## src/design/ttf_pkg.sv

```systemverilog
// Shared widths, constants and types of the triangle tangent frame unit.
// Used by every module of the block; depends on nothing else.
`default_nettype none

package ttf_pkg;

    localparam int FRAC_BITS   = 16;
    localparam int POS_W       = 32;
    localparam int DIFF_W      = POS_W + 1;
    localparam int PROD_W      = 2 * DIFF_W;
    localparam int NUM_W       = PROD_W + 1;
    localparam int QUO_W       = POS_W + 1;
    localparam int NSH_W       = NUM_W + FRAC_BITS;
    localparam int HI_W        = NSH_W - QUO_W;
    localparam int CNT_W       = $clog2(QUO_W + 1);
    localparam int QUEUE_DEPTH = 2;
    localparam int QPTR_W      = $clog2(QUEUE_DEPTH);
    localparam int IN_FIELDS   = 5;
    localparam int OUT_VECS    = 6;
    localparam int SLOT_W      = $clog2(OUT_VECS);
    localparam int IN_W        = IN_FIELDS * POS_W;
    localparam int OUT_W       = OUT_VECS * POS_W;
    localparam int USER_W      = 2;
    localparam int USER_DEGEN  = 0;
    localparam int USER_SAT    = 1;

    localparam logic signed [DIFF_W-1:0] ONE_FLIP = DIFF_W'(1) << FRAC_BITS;
    localparam logic [POS_W-1:0] SAT_POS = {1'b0, {(POS_W-1){1'b1}}};
    localparam logic [POS_W-1:0] SAT_NEG = {1'b1, {(POS_W-1){1'b0}}};

    typedef logic signed [DIFF_W-1:0] diff_t;
    typedef logic signed [PROD_W-1:0] prod_t;
    typedef logic signed [NUM_W-1:0]  num_t;

    typedef struct packed {
        diff_t [2:0] d1;
        diff_t [2:0] d2;
        diff_t       u1u;
        diff_t       u1v;
        diff_t       u2u;
        diff_t       u2v;
    } tri_t;

    typedef struct packed {
        logic start;
        num_t num;
        num_t den;
    } div_req_t;

    typedef struct packed {
        logic             done;
        logic [POS_W-1:0] value;
        logic             sat;
    } div_rsp_t;

endpackage

`default_nettype wire

```

## src/design/ttf_front.sv

```systemverilog
// Vertex capture: holds the first two vertices of a triangle and, on the third,
// forms the edge and texture differences for the queue. Depends on ttf_pkg.
`default_nettype none

module ttf_front (
    input  wire logic                      aclk,
    input  wire logic                      aresetn,
    input  wire logic                      s_tvalid,
    output logic                           s_tready,
    // pos_x, pos_y, pos_z, tex_u, tex_v from the lowest bit up
    input  wire logic [ttf_pkg::IN_W-1:0]  s_tdata,
    input  wire logic                      q_full,
    output logic                           q_push,
    output ttf_pkg::tri_t                  q_data
);

    typedef enum logic [1:0] {
        PH_FIRST  = 2'd0,
        PH_SECOND = 2'd1,
        PH_THIRD  = 2'd2
    } phase_t;

    phase_t phase_reg, phase_next;

    ttf_pkg::diff_t p0_reg [3];
    ttf_pkg::diff_t p1_reg [3];
    ttf_pkg::diff_t u0_reg, v0_reg, u1_reg, v1_reg;

    ttf_pkg::diff_t cur_p [3];
    ttf_pkg::diff_t cur_u, cur_v;
    logic           accept, load0, load1;

    assign s_tready = (phase_reg != PH_THIRD) || !q_full;
    assign accept   = s_tvalid && s_tready;

    always_comb begin
        for (int k = 0; k < 3; k++) begin
            cur_p[k] = {s_tdata[k*ttf_pkg::POS_W + ttf_pkg::POS_W - 1],
                        s_tdata[k*ttf_pkg::POS_W +: ttf_pkg::POS_W]};
        end
        cur_u = {s_tdata[4*ttf_pkg::POS_W - 1], s_tdata[3*ttf_pkg::POS_W +: ttf_pkg::POS_W]};
        cur_v = ttf_pkg::ONE_FLIP -
                {s_tdata[5*ttf_pkg::POS_W - 1], s_tdata[4*ttf_pkg::POS_W +: ttf_pkg::POS_W]};
    end

    always_comb begin
        phase_next = phase_reg;
        q_push     = 1'b0;
        load0      = 1'b0;
        load1      = 1'b0;
        case (phase_reg)
            PH_SECOND: begin
                if (accept) begin
                    load1      = 1'b1;
                    phase_next = PH_THIRD;
                end
            end
            PH_THIRD: begin
                if (accept) begin
                    q_push     = 1'b1;
                    phase_next = PH_FIRST;
                end
            end
            default: begin
                if (accept) begin
                    load0      = 1'b1;
                    phase_next = PH_SECOND;
                end
            end
        endcase
    end

    // The differences of the flipped v coordinates always fit the difference width.
    always_comb begin
        for (int k = 0; k < 3; k++) begin
            q_data.d1[k] = p1_reg[k] - p0_reg[k];
            q_data.d2[k] = cur_p[k] - p0_reg[k];
        end
        q_data.u1u = u1_reg - u0_reg;
        q_data.u1v = v1_reg - v0_reg;
        q_data.u2u = cur_u - u0_reg;
        q_data.u2v = cur_v - v0_reg;
    end

    always_ff @(posedge aclk) begin
        if (!aresetn) begin
            phase_reg <= PH_FIRST;
        end else begin
            phase_reg <= phase_next;
        end
        if (load0) begin
            for (int k = 0; k < 3; k++) begin
                p0_reg[k] <= cur_p[k];
            end
            u0_reg <= cur_u;
            v0_reg <= cur_v;
        end
        if (load1) begin
            for (int k = 0; k < 3; k++) begin
                p1_reg[k] <= cur_p[k];
            end
            u1_reg <= cur_u;
            v1_reg <= cur_v;
        end
    end

endmodule

`default_nettype wire

```

## config.mk

```make
export PLATFORM = sky130hd
export DESIGN_NAME = ttf_front
export DESIGN_NICKNAME = d
export VERILOG_FILES = /design/src/design/ttf_pkg.sv /design/src/design/ttf_front.sv
export SDC_FILE = /design/constraint.sdc
export NUM_CORES = 1
export LEC_CHECK = 0
export ABC_AREA = 1
export ABC_CLOCK_PERIOD_IN_PS = 4450
export BUFFER_PORTS_ARGS = -buffer_cell sky130_fd_sc_hd__buf_2
export CAP_MARGIN = 20
export CORE_MARGIN = 1
export CORE_UTILIZATION = 40
export DETAILED_ROUTE_END_ITERATION = 7
export PLACE_DENSITY_LB_ADDON = 0.2
export RECOVER_POWER = 50
export SYNTH_ARGS = -nofsm -noshare
export SYNTH_HDL_FRONTEND = slang
export SYNTH_SLANG_ARGS = --single-unit
```

## constraint.sdc

```tcl
create_clock -name aclk -period 4.45 [get_ports aclk]
set_input_delay 0.6675 -clock aclk [delete_from_list [all_inputs] [get_ports aclk]]
set_output_delay 0.6675 -clock aclk [all_outputs]
set_load 0.02 [all_outputs]
```

# Yosys cells after proc, flatten, opt, wreduce, memory -nomap -nowiden
# Memories as Yosys holds them, arrays and structs flattened.
# Cells that the tools add are included.
# W data, S select, Z words.
[totals]
regBits = 132
ram_bits = 198
output_inout_bits = 332
word_cells = 37
n_memories = 2
[op_classes]
addsub = 11
n_eq_ne = 3
n_mux = 12
reduce_logical = 4
[mem_list]
columns = ["name", "depth", "word_bits", "read_ports", "rd_clocked_by_memory_dff", "wr", "line_no", "rtl"]
rows = [
  ["p0_reg", 3, 33, 3, 0, 3, "ttf_front.sv:25", "ttf_pkg::diff_t p0_reg [3];"],
  ["p1_reg", 3, 33, 3, 0, 3, "ttf_front.sv:26", "ttf_pkg::diff_t p1_reg [3];"],
]
[op_table]
columns = ["cell", "count"]
rows = [
  ["$sub A33 B33 Y33", 5],
  ["$sub A32 B33 Y33", 3],
  ["$sub A32 B32 Y33", 2],
  ["$sub A18 B32 Y33 const A", 1],
  ["$mux W1", 8],
  ["$mux W2", 3],
  ["$pmux W2 S2", 1],
  ["$eq A2 B1 Y1 const B", 1],
  ["$eq A2 B2 Y1 const B", 1],
  ["$ne A2 B2 Y1 const B", 1],
  ["$reduce_or A2 Y1", 1],
  ["$logic_and A1 B1 Y1", 1],
  ["$logic_not A1 Y1", 1],
  ["$logic_or A1 B1 Y1", 1],
]

# Logic depth before layout (Yosys ltp)
# Gate-level depths: netlist of run 1.
[depth]
depth_word = 7
ltp_mapped = 24

# Worst setup path before layout of run 1
# Ideal clock, no wire load.
[synth_timing]
path_type = "input -> register"
from = "input port q_full"
to = "memory p0_reg[0][0] in the netlist's numbering, enable pin"
setup_ps = 514
arrival_ps = 4225
required_time_ps = 3936
slack_ps = -289
path_stages = 5
n_path_buf = 0
cell_sequence = "nand2_1 -> nand2_1 -> inv_1 -> nand2_1 -> inv_1"
[synth_lines]
columns = ["element", "line_no", "rtl"]
rows = [
  ["start: declaration", "ttf_front.sv:12", "input wire logic q_full,"],
  ["end: declaration", "ttf_front.sv:25", ""],
]

==> run summary, run 1 <==
Outcome: finished, violations left
Failing checks: capacitance limit, slew limit
Number of CTS-inserted buffers: 40
Die Span X: 290 um
TritonCTS clock tree: built
Clock latency on the worst-skew pair: 580 ps
Area Overhead vs Synth: 15.2%
Nets: 6223
CTS clk-pin slew, worst paths: 60 ps
Ratio of cells with drive above 1 in the final layout: 0.0895
Setup Buffers After CTS: 0
P per Cell Area: 331 mW/mm2
Placed Cells: 6754
CTS Hold Bufs: 0
Routed wire length: 112000 um
ANT nets after route: 0
Initial Utilization: 0.405
Slew headroom: -0.636
I/O pin count: 496
Total number of vias: 32900
Row count: 105
CP Class: in -> out
Vias per inst: 4.81
RSZ-0062 raised after global routing: false
CP max FO: 4
Max Root-Sink Buffers: 3
Setup TNS: 0 ps
Yosys reg bits: 324
Seq/Total Area, Yosys: 0.292
Leak Pwr: 21.4 nW
Mapped Nets: 5678
Fin. max-slew vios: 149
Initial drt markers: 1644
Slew @ Worst Pin: 2450 ps
Post-DP HPWL: 97100 um
PortBufs: 495
Fin cells: 6828
Core ar.: 0.0822 mm2
Type of the most critical hold path: in -> reg
Min Clock Period, post-route: 4320 ps
Max cap viols: 2
Grt ovf: 0
Root buffer cell: clkbuf_16
First-pass GRT wire length: 172000 um
Startpoint types: primary input
Yosys warns: 0
# setup viols final: 0
Worst EP arrival: 3650 ps
H-tree Lvls: 2
Finished Core Util: 0.466
Vias in the first global route: 31500
Fillcell total: 8775
Clock skew: 22.7 ps
Post-Syn Instances: 5181
Syn avg cell area: 6.42 um2
WL/cell: 16.4 um
Global Route Usage Sum: 0.260
Die area: 0.0844 mm2
Critical Path RT: 3780 ps
Final critical-path share of the clock period: 0.970
Post-Syn Area: 0.0333 mm2
Die Height: 290 um
DRT Pass-1 Iters: 5
Max rail drop VDD: 0.289 mV
Routability cong.: 0.942
Sink Count: 324
Initial antenna violation count: 9
Final hold violation count: 0
Nature of the critical path endpoint: output pin
Largest net degree at the start of global routing: 93
Count of cell types in the netlist: 35
DRC Markers: 0
Fmax: 232 MHz
## cells in the final DEF (no fill, tap or decap), drive strengths merged
cell type / netlist / layout
ha: 323 / 323
clkinvlp: 0 / 4
o2bb2ai: 1 / 1
nand4: 3 / 3
nor4: 1 / 1
nand3b: 2 / 2
inv: 1032 / 1033
a21oi: 302 / 302
fa: 10 / 10
buf: 0 / 359
nor3: 65 / 65
o22ai: 1 / 1
diode: 0 / 1
nand2: 1979 / 1979
xnor2: 12 / 12
clkinv: 0 / 18
and3: 19 / 19
o21ai: 136 / 136
edfxtp: 322 / 322
clkbuf: 0 / 192
o21bai: 31 / 31
nor2: 514 / 514
xor2: 162 / 162
dfxtp: 2 / 2
bufinv: 0 / 2
or2: 19 / 19
nand3: 224 / 224
o21a: 19 / 19
a21o: 2 / 2
## final timing paths
kind,startpoint,endpoint,slack [ps],cells past startpoint
hold / removal,s_tdata[128],v1_reg[0],310,1
hold reg to reg,phase_reg[1],phase_reg[1],490,2
setup reg to reg,phase_reg[0],p0_reg[0][63],650,8
setup / recovery,s_tdata[128],q_data[23],130,17
## stage by stage
step                cell area, um2  total power [W]  hold slack [ps]  setup WS, ps
CTS                          38500           0.0128              255           103
detailed placement           37200          0.00954              484           115
global route                 38300           0.0135              282          2.42
floorplan                    33300          0.00751              457           559
finish                       38400           0.0127              313           133
global placement             37200          0.00953              472           133
## per-layer routing
layer,global-route usage,up-vias,wire (um),share of wire
li1,-,17300,-,-
met4,0.0712,14,3070,0.027
met1,0.331,14700,49800,0.44
met3,0.0610,157,8060,0.072
met2,0.439,748,51000,0.46
met5,0,-,92,0.00082
## worst max-delay path, stage by stage
cell and delay (ps):
buf_2 120, inv_1 120, ha_1 220, nand3_2 140, clkbuf_4 170, nor2_1 180
nand3_1 170, xor2_2 260, ha_1 330, a21oi_1 260, nand2_1 110, a21oi_1 170
nand2_2 140, nand2_1 100, nand3_1 70, nand2_1 210, buf_2 210
## logic make-up after synthesis
family / after synthesis / synth area share
compound gates: 492 / 0.0802
xor+xnor: 174 / 0.0458
fa+ha+maj: 333 / 0.127
buf+inv: 1032 / 0.116
flops: 324 / 0.292
simple gates: 2826 / 0.338
## final cells by class
| class | count | area [um2] | share of cell area |
|---|---|---|---|
| antenna | 1 | 2.50 | 0.0000653 |
| multi-input combinational | 3825 | 19800 | 0.516 |
| timing repair buffer | 503 | 2360 | 0.0617 |
| sequential | 324 | 9710 | 0.253 |
| clock inverter | 25 | 213 | 0.00555 |
| tap | 1070 | 1340 | 0.0349 |
| inverter | 1032 | 3880 | 0.101 |
| clock buffer | 48 | 1070 | 0.0280 |
## synthesized netlist by cell type
cell	number	area, um2
nor4_1	1	6.26
o21a_1	19	143
nand2_1	1973	7410
nand3b_1	2	15.0
o21bai_1	31	233
inv_2	2	7.51
or2_2	18	113
a21o_1	2	15.0
fa_1	10	200
o2bb2ai_1	1	8.76
nand3_1	222	1110
nand4_2	1	12.5
ha_1	323	4040
nand4_1	2	12.5
xor2_1	162	1420
o21ai_0	116	581
o21ai_2	19	166
nor2_1	505	1900
nand3_2	2	20.0
nor2_4	1	11.3
edfxtp_1	322	9670
nor2_8	1	20.0
xnor2_1	12	105
o21ai_1	1	5.00
a21oi_1	302	1510
nand2_2	3	18.8
or2_1	1	6.26
and3_1	19	119
inv_1	1030	3870
nor3_1	46	230
nand2_4	3	33.8
dfxtp_1	2	40.0
o22ai_1	1	6.26
nor3_2	19	190
nor2_2	7	43.8
## report_power, final
part	switching (W)	internal (W)
logic	0.00410	0.00173
registers	0.0000502	0.00360
clock network	0.00137	0.00185
## timing repair
| action | CTS | global route |
|---|---|---|
| endpoints found under the setup margin | 0 | 9 |
| endpoints found under the hold margin | 0 | 0 |
| resized for setup | 0 | 16 |
Power figures use the tool's default switching activity.
==> run 2, diff against run 1 <==
BUFFER_PORTS_ARGS = -buffer_cell sky130_fd_sc_hd__clkbuf_2   (was -buffer_cell sky130_fd_sc_hd__buf_2)
CORE_MARGIN = 2   (was 1)
SLEW_MARGIN = 20   (was not set)
==> run 2 against run 1 <==
The flow still finishes with violations (capacitance limit, slew limit). First-iteration DRC count up 3.7%. Clock skew shrank 3.0 ps. Cell area increased by 0.14%. Critical path depth rose by 1. Sequential power about the same. Sequential share of layout area is essentially flat. Die area rose by 1.4%. Core utilization rose by 0.064 points. Via count increased by 0.20%. Critical path type unchanged. Critical endpoint is now q_data[31]. Largest cell class unchanged.
==> run summary, run 2 (synthesis results as in run 1) <==
Outcome: finished, violations left
Failing checks: capacitance limit, slew limit
Clk pwr share: 0.255 (about the same)
Most common cell after layout, fill and taps aside: nand2_1
Sw Ratio: 0.432 (-0.00262)
Nets: 6227 (+0.064%)
Worst R2R End: p1_reg[0][65]
Type of the most critical hold path: in -> reg
Worst EP arrival: 3510 ps (-140 ps)
CTS clk-pin slew, worst paths: 60 ps (about the same)
Die Height: 292 um (+0.69%)
Min Clock Period, post-route: 4180 ps (-137 ps)
ANT nets after route: 0 (unchanged)
Core ar.: 0.0822 mm2 (unchanged)
Sink Count: 324 (unchanged)
Initial Utilization: 0.405 (unchanged)
DRT Pass-1 Iters: 5 (unchanged)
# setup viols final: 0 (unchanged)
Crit path capture: q_data[31]
Vias in the first global route: 31300 (-0.47%)
Max rail drop VDD: 0.224 mV (-22%)
Most frequent cells in the layout: nand2_1, inv_1, nor2_1
H-tree Lvls: 2 (unchanged)
P_sw: 0.00552 W (-0.16%)
Clock latency on the worst-skew pair: 560 ps (-20 ps)
Vias per inst: 4.82 (+0.15%)
Origin of the critical flop-to-flop path: phase_reg[0]
PnR worst setup slack: 271 ps (+137 ps)
R2R Setup Slk: 350 ps (-300 ps)
Internal power: 0.00725 W (+0.91%)
CP max-delay cell: ha_1
R2r worst-path depth: 8 (unchanged)
Critical Path RT: 3780 ps (about the same)
Critical path, cell by cell: clkbuf_2 > inv_2 > ha_1 > nand3_2 > nor2_4 > nand2_4 > nand2_4 > nand3_1 > xor2_1 > ha_1 > a21oi_2 > o21ai_0 > inv_1 > nand2_1 > a21oi_1 > nand3_1 > nand2_2 > clkbuf_2
First-pass GRT wire length: 171000 um (-0.43%)
P per Cell Area: 332 mW/mm2 (+0.31%)
Leak Pwr: 21.5 nW (+0.22%)
I/O pin count: 496 (unchanged)
Routability cong.: 0.960 (+1.9%)
PortBufs: 495 (unchanged)
Startpoint types: primary input
Number of CTS-inserted buffers: 41 (+2.5%)
Max Root-Sink Buffers: 3 (unchanged)
CTS Hold Bufs: 0 (unchanged)
Crit. Startpoint: s_tdata[128]
Final hold violation count: 0 (unchanged)
Setup TNS: 0 ps (unchanged)
Post-DP HPWL: 97600 um (+0.54%)
CP max FO: 5 (+1)
Initial drt markers: 1705 (+3.7%)
Area Overhead vs Synth: 15.4%
Ratio of cells with drive above 1 in the final layout: 0.0899 (+0.000474)
Grt ovf: 0 (unchanged)
Delay-heaviest family, CP: simple AND/OR/NAND/NOR gates
Slew headroom: -0.310 (+0.327)
Slowest Stage Delay on Critical Path: 360 ps (+30 ps)
Max cap viols: 4 (+2)
Clock skew: 19.7 ps (-2.99 ps)
Crit path buf inv count: 4 (unchanged)
Fmax: 239 MHz (+3.3%)
WL/cell: 16.4 um (about the same)
Hold slack final: 327 ps (+14.0 ps)
Crit path depth: 18 (+1)
Pwr Total: 0.0128 W (+0.45%)
Largest net degree at the start of global routing: 69 (-26%)
Total number of vias: 32900 (+0.20%)
Finished Core Util: 0.467 (+0.000639)
Die Span X: 292 um (+0.69%)
DRC Markers: 0 (unchanged)
Row count: 105 (unchanged)
Share of power burned in registers: 0.286 (about the same)
Root buffer cell: clkbuf_16
Fillcell total: 8811 (+0.41%)
Gate power share: 0.460 (about the same)
Global Route Usage Sum: 0.256 (-0.00446)
Placement-stage worst setup slack: 107 ps (-8.62 ps)
Initial antenna violation count: 9 (unchanged)
Routed wire length: 112000 um (about the same)
RSZ-0062 raised after global routing: false
Final critical-path share of the clock period: 0.939 (-0.0309)
Slew @ Worst Pin: 1960 ps (-490 ps)
Die area: 0.0855 mm2 (+1.4%)
TritonCTS clock tree: built
CP Class: in -> out
Nature of the critical path endpoint: output pin
Fin. max-slew vios: 161 (+8.1%)
[run 2: how the worst min path moves through the flow]
stage	end	slack (ps)	cells past startpoint	from
after floorplan	phase_reg[1]	460	2	phase_reg[1]
after global placement	phase_reg[0]	470	2	phase_reg[0]
after detailed placement	phase_reg[1]	480	2	phase_reg[1]
after CTS	p1_reg[0][37]	260	1	s_tdata[36]
after global routing	p1_reg[0][50]	310	1	s_tdata[49]
final	phase_reg[1]	330	3	aresetn
[run 2: per-layer routing]
metal / global-route usage / vias up / routed length [um]
met4: 0.0655 / 12 / 2860
met1: 0.330 / 14700 / 50100
met3: 0.0555 / 143 / 7870
li1: - / 17300 / -
met5: 0 / - / 75
met2: 0.433 / 788 / 51100
[run 2: area by class of cell]
class                   count  area, um2  area share
diodes                      2       5.00    0.000130
clock buffers              51       1110      0.0288
clock inverters            22        188     0.00489
inverters                1032       3880       0.101
multi-input cells        3825      19800       0.515
flip-flops and latches    324       9710       0.253
well taps                1070       1340      0.0349
repair buffers            506       2390      0.0623
[run 2: power groups by stage]
stage | Clock [W] | Sequential (W) | Combinational [W]
floorplan | 0 | 0.00371 | 0.00380
global placement | 0 | 0.00370 | 0.00586
detailed placement | 0 | 0.00370 | 0.00586
CTS | 0.00333 | 0.00364 | 0.00589
global route | 0.00345 | 0.00366 | 0.00647
finish | 0.00325 | 0.00365 | 0.00587
[run 2: what timing repair did]
item,in CTS,in global routing
setup endpoints to repair,0,11
setup buffers,0,2
hold endpoints to repair,0,0
resized for setup,0,33
[run 2: through the flow]
stage	instances	cell area (um2)
after floorplan	5181	33300
after global placement	6755	37200
after detailed placement	6755	37200
after CTS	6828	38500
after global routing	6831	38400
final	6832	38400
[run 2: tightest hold or removal path, delay by kind of cell]
| family | cells | cell delay, ps |
|---|---|---|
| buffers and inverters | 2 | 140 |
| AOI/OAI and AO/OA | 1 | 40 |
==> run 3, diff against run 2 <==
--- a/config.mk
+++ b/config.mk
@@ -13,4 +13,4 @@
 export CORE_UTILIZATION = 40
+export CTS_BUF_LIST = sky130_fd_sc_hd__clkbuf_4 sky130_fd_sc_hd__clkbuf_8 sky130_fd_sc_hd__clkbuf_16
 export DETAILED_ROUTE_END_ITERATION = 7
-export PLACE_DENSITY_LB_ADDON = 0.2
 export RECOVER_POWER = 50
==> constraint.sdc (replaced) <==
create_clock -name aclk -period 4.45 [get_ports aclk]
set_input_delay 0.89 -clock aclk [delete_from_list [all_inputs] [get_ports aclk]]
set_output_delay 0.89 -clock aclk [all_outputs]
set_load 0.02 [all_outputs]
==> run 3 against run 2 <==
The flow now finishes without violations. Total power up 1.6%. Sequential power is essentially flat. Clock skew increased by 3.2 ps. Largest power group unchanged. Critical endpoint is now q_data[30]. First-iteration DRC count decreased by 5.7%. Die area unchanged. Largest cell class unchanged. Setup slack got worse by 130 ps. Register-to-register slack gained 1900 ps. Wire length is 2.2% higher. Clock-buffer cell count is 9 lower. Hold slack improved by 170 ps. Final cell count up 1.6%.
==> run summary, run 3 (synthesis results as in run 1) <==
Sink Count: 324 (unchanged)
ANT nets after route: 0 (unchanged)
Clock skew: 22.8 ps (+3.17 ps)
DRT Pass-1 Iters: 8 (+3)
Core ar.: 0.0822 mm2 (unchanged)
RSZ-0062 raised after global routing: true
Nets: 6325 (+1.6%)
Most common cell after layout, fill and taps aside: nand2_1
Number of CTS-inserted buffers: 40 (-2.4%)
Vias per inst: 4.81 (-0.14%)
I/O pin count: 496 (unchanged)
R2R Setup Slk: 2290 ps (+1940 ps)
Setup TNS: 0 ps (unchanged)
TritonCTS clock tree: built
Type of the most critical hold path: reg -> reg
Initial drt markers: 1608 (-5.7%)
Placement-stage worst setup slack: -207 ps (-314 ps)
Post-DP HPWL: 99800 um (+2.2%)
Leak Pwr: 22.1 nW (+2.8%)
Min Clock Period, post-route: 4310 ps (+127 ps)
R2r worst-path depth: 8 (unchanged)
H-tree Lvls: 2 (unchanged)
Nature of the critical path endpoint: output pin
Vias in the first global route: 32100 (+2.4%)
PnR worst setup slack: 144 ps (-127 ps)
Total number of vias: 33400 (+1.4%)
Root buffer cell: clkbuf_16
Initial antenna violation count: 18 (+9)
Area Overhead vs Synth: 19.4%
Ratio of cells with drive above 1 in the final layout: 0.123 (+0.0330)
Initial Utilization: 0.405 (unchanged)
Max Root-Sink Buffers: 3 (unchanged)
Grt ovf: 0 (unchanged)
Area of the multi-input gates: 0.0203 mm2 (+2.3%)
Die Span X: 292 um (unchanged)
Routability cong.: 0.950 (-0.98%)
Fmax: 232 MHz (-3.0%)
Largest net degree at the start of global routing: 115 (+67%)
Max cap viols: 0 (-4)
Outcome: completed
Routed wire length: 115000 um (+2.2%)
Global Route Usage Sum: 0.262 (+0.00595)
Worst EP arrival: 3420 ps (-90 ps)
Die area: 0.0855 mm2 (unchanged)
CP max FO: 5 (unchanged)
Origin of the critical flop-to-flop path: phase_reg[0]
CTS clk-pin slew, worst paths: 50 ps (about the same)
Worst R2R End: p0_reg[0][62]
Most frequent cells in the layout: nand2_1, inv_1, nor2_1
Max rail drop VDD: 0.254 mV (+13%)
Die Height: 292 um (unchanged)
DRC Markers: 0 (unchanged)
WHS Endpoint: phase_reg[0]
Placed cell area: 0.0379 mm2 (+1.8%)
Final critical-path share of the clock period: 0.968 (+0.0286)
P per Cell Area: 326 mW/mm2 (-1.9%)
Min-Delay Path Depth: 2 (-1)
Row count: 105 (unchanged)
Slew @ Worst Pin: 808 ps (-1160 ps)
Clock latency on the worst-skew pair: 580 ps (+20 ps)
WL/cell: 16.5 um (+0.64%)
Final Cell Area: 0.0397 mm2 (+3.5%)
Final hold violation count: 0 (unchanged)
Hold slack final: 500 ps (+173 ps)
First-pass GRT wire length: 175000 um (+2.1%)
Reg area: 0.00971 mm2 (unchanged)
CP Class: in -> out
Startpoint types: primary input
Min-delay src: phase_reg[0]
Fillcell total: 8752 (-0.67%)
Fin. max-slew vios: 0 (-100%)
Slew headroom: 0.461 (+0.771)
PortBufs: 495 (unchanged)
Critical Path RT: 3560 ps (-220 ps)
# setup viols final: 0 (unchanged)
[run 3: changes by cell type in the layout (fill, tap and decap cells not counted), moves of 10 or more]
cell	delta
buf_4	+106
nand2_2	+18
nor2_2	+10
clkbuf_1	-24
nand2_1	-22
nor2_1	-17
ha_4	+10
[run 3: per-layer routing]
| layer | track usage | wire length (um) | vias to the layer above |
|---|---|---|---|
| met5 | 0 | 126 | - |
| met4 | 0.0712 | 3270 | 20 |
| met3 | 0.0622 | 8440 | 170 |
| met2 | 0.441 | 51800 | 760 |
| met1 | 0.334 | 50900 | 15000 |
| li1 | - | - | 17500 |
[run 3: stage by stage]
| step | power, W | utilization | instances |
|---|---|---|---|
| CTS | 0.0130 | 0.478 | 6921 |
| global route | 0.0138 | 0.483 | 6934 |
| floorplan | 0.00751 | - | 5181 |
| detailed placement | 0.00970 | 0.461 | 6847 |
| global placement | 0.00969 | 0.461 | 6847 |
| finish | 0.0130 | 0.483 | 6939 |
[run 3: power breakdown]
part / switching, W / internal (W) / total, W / leakage (nW)
logic: 0.00424 / 0.00189 / 0.00613 / 18.4
registers: 0.0000492 / 0.00359 / 0.00364 / 3.03
clock network: 0.00136 / 0.00184 / 0.00319 / 0.616
[run 3: layout make-up]
| type | count | area share |
|---|---|---|
| clock buffer | 42 | 0.0264 |
| timing repair buffer | 605 | 0.0816 |
| multi-input combinational | 3825 | 0.510 |
| inverter | 1032 | 0.0979 |
| clock inverter | 31 | 0.00576 |
| antenna | 10 | 0.000630 |
| tap | 1070 | 0.0337 |
| sequential | 324 | 0.244 |
[run 3: worst max-delay path by stage]
stage                 start      endpoint  slack, ps  depth (start not counted)
5_1_grt        s_tdata[129]    q_data[32]        -40                         25
4_1_cts        s_tdata[128]    q_data[32]          2                         25
3_5_place_dp   s_tdata[128]    q_data[24]       -210                         20
2_1_floorplan        q_full  p0_reg[0][0]        340                          5
6_report       s_tdata[147]    q_data[30]        140                         19
3_3_place_gp   s_tdata[128]    q_data[30]       -110                         19
[run 3: what timing repair did]
action / in CTS / in global routing
pin swaps: 2 / 48
setup endpoints to repair: 15 / 21
resized for setup: 32 / 135
hold buffers: 0 / 0
cloned: 0 / 0
buffers inserted: 1 / 8
endpoints found under the hold margin: 0 / 0
[run 3: critical path, cell delays in order]
cell and delay, ps:
clkbuf_2 120, nor2_1 200, nand2_1 140, nor2_1 130, nand3_1 140, o21ai_4 150, nand3_1 110, nand2_1 100
inv_1 70, ha_1 400, nand2_2 140, nor2_4 110, nand2_1 90, nor3_2 110, nand2_1 100, nand2_1 80
nand2_1 60, nand2_2 130, buf_6 140
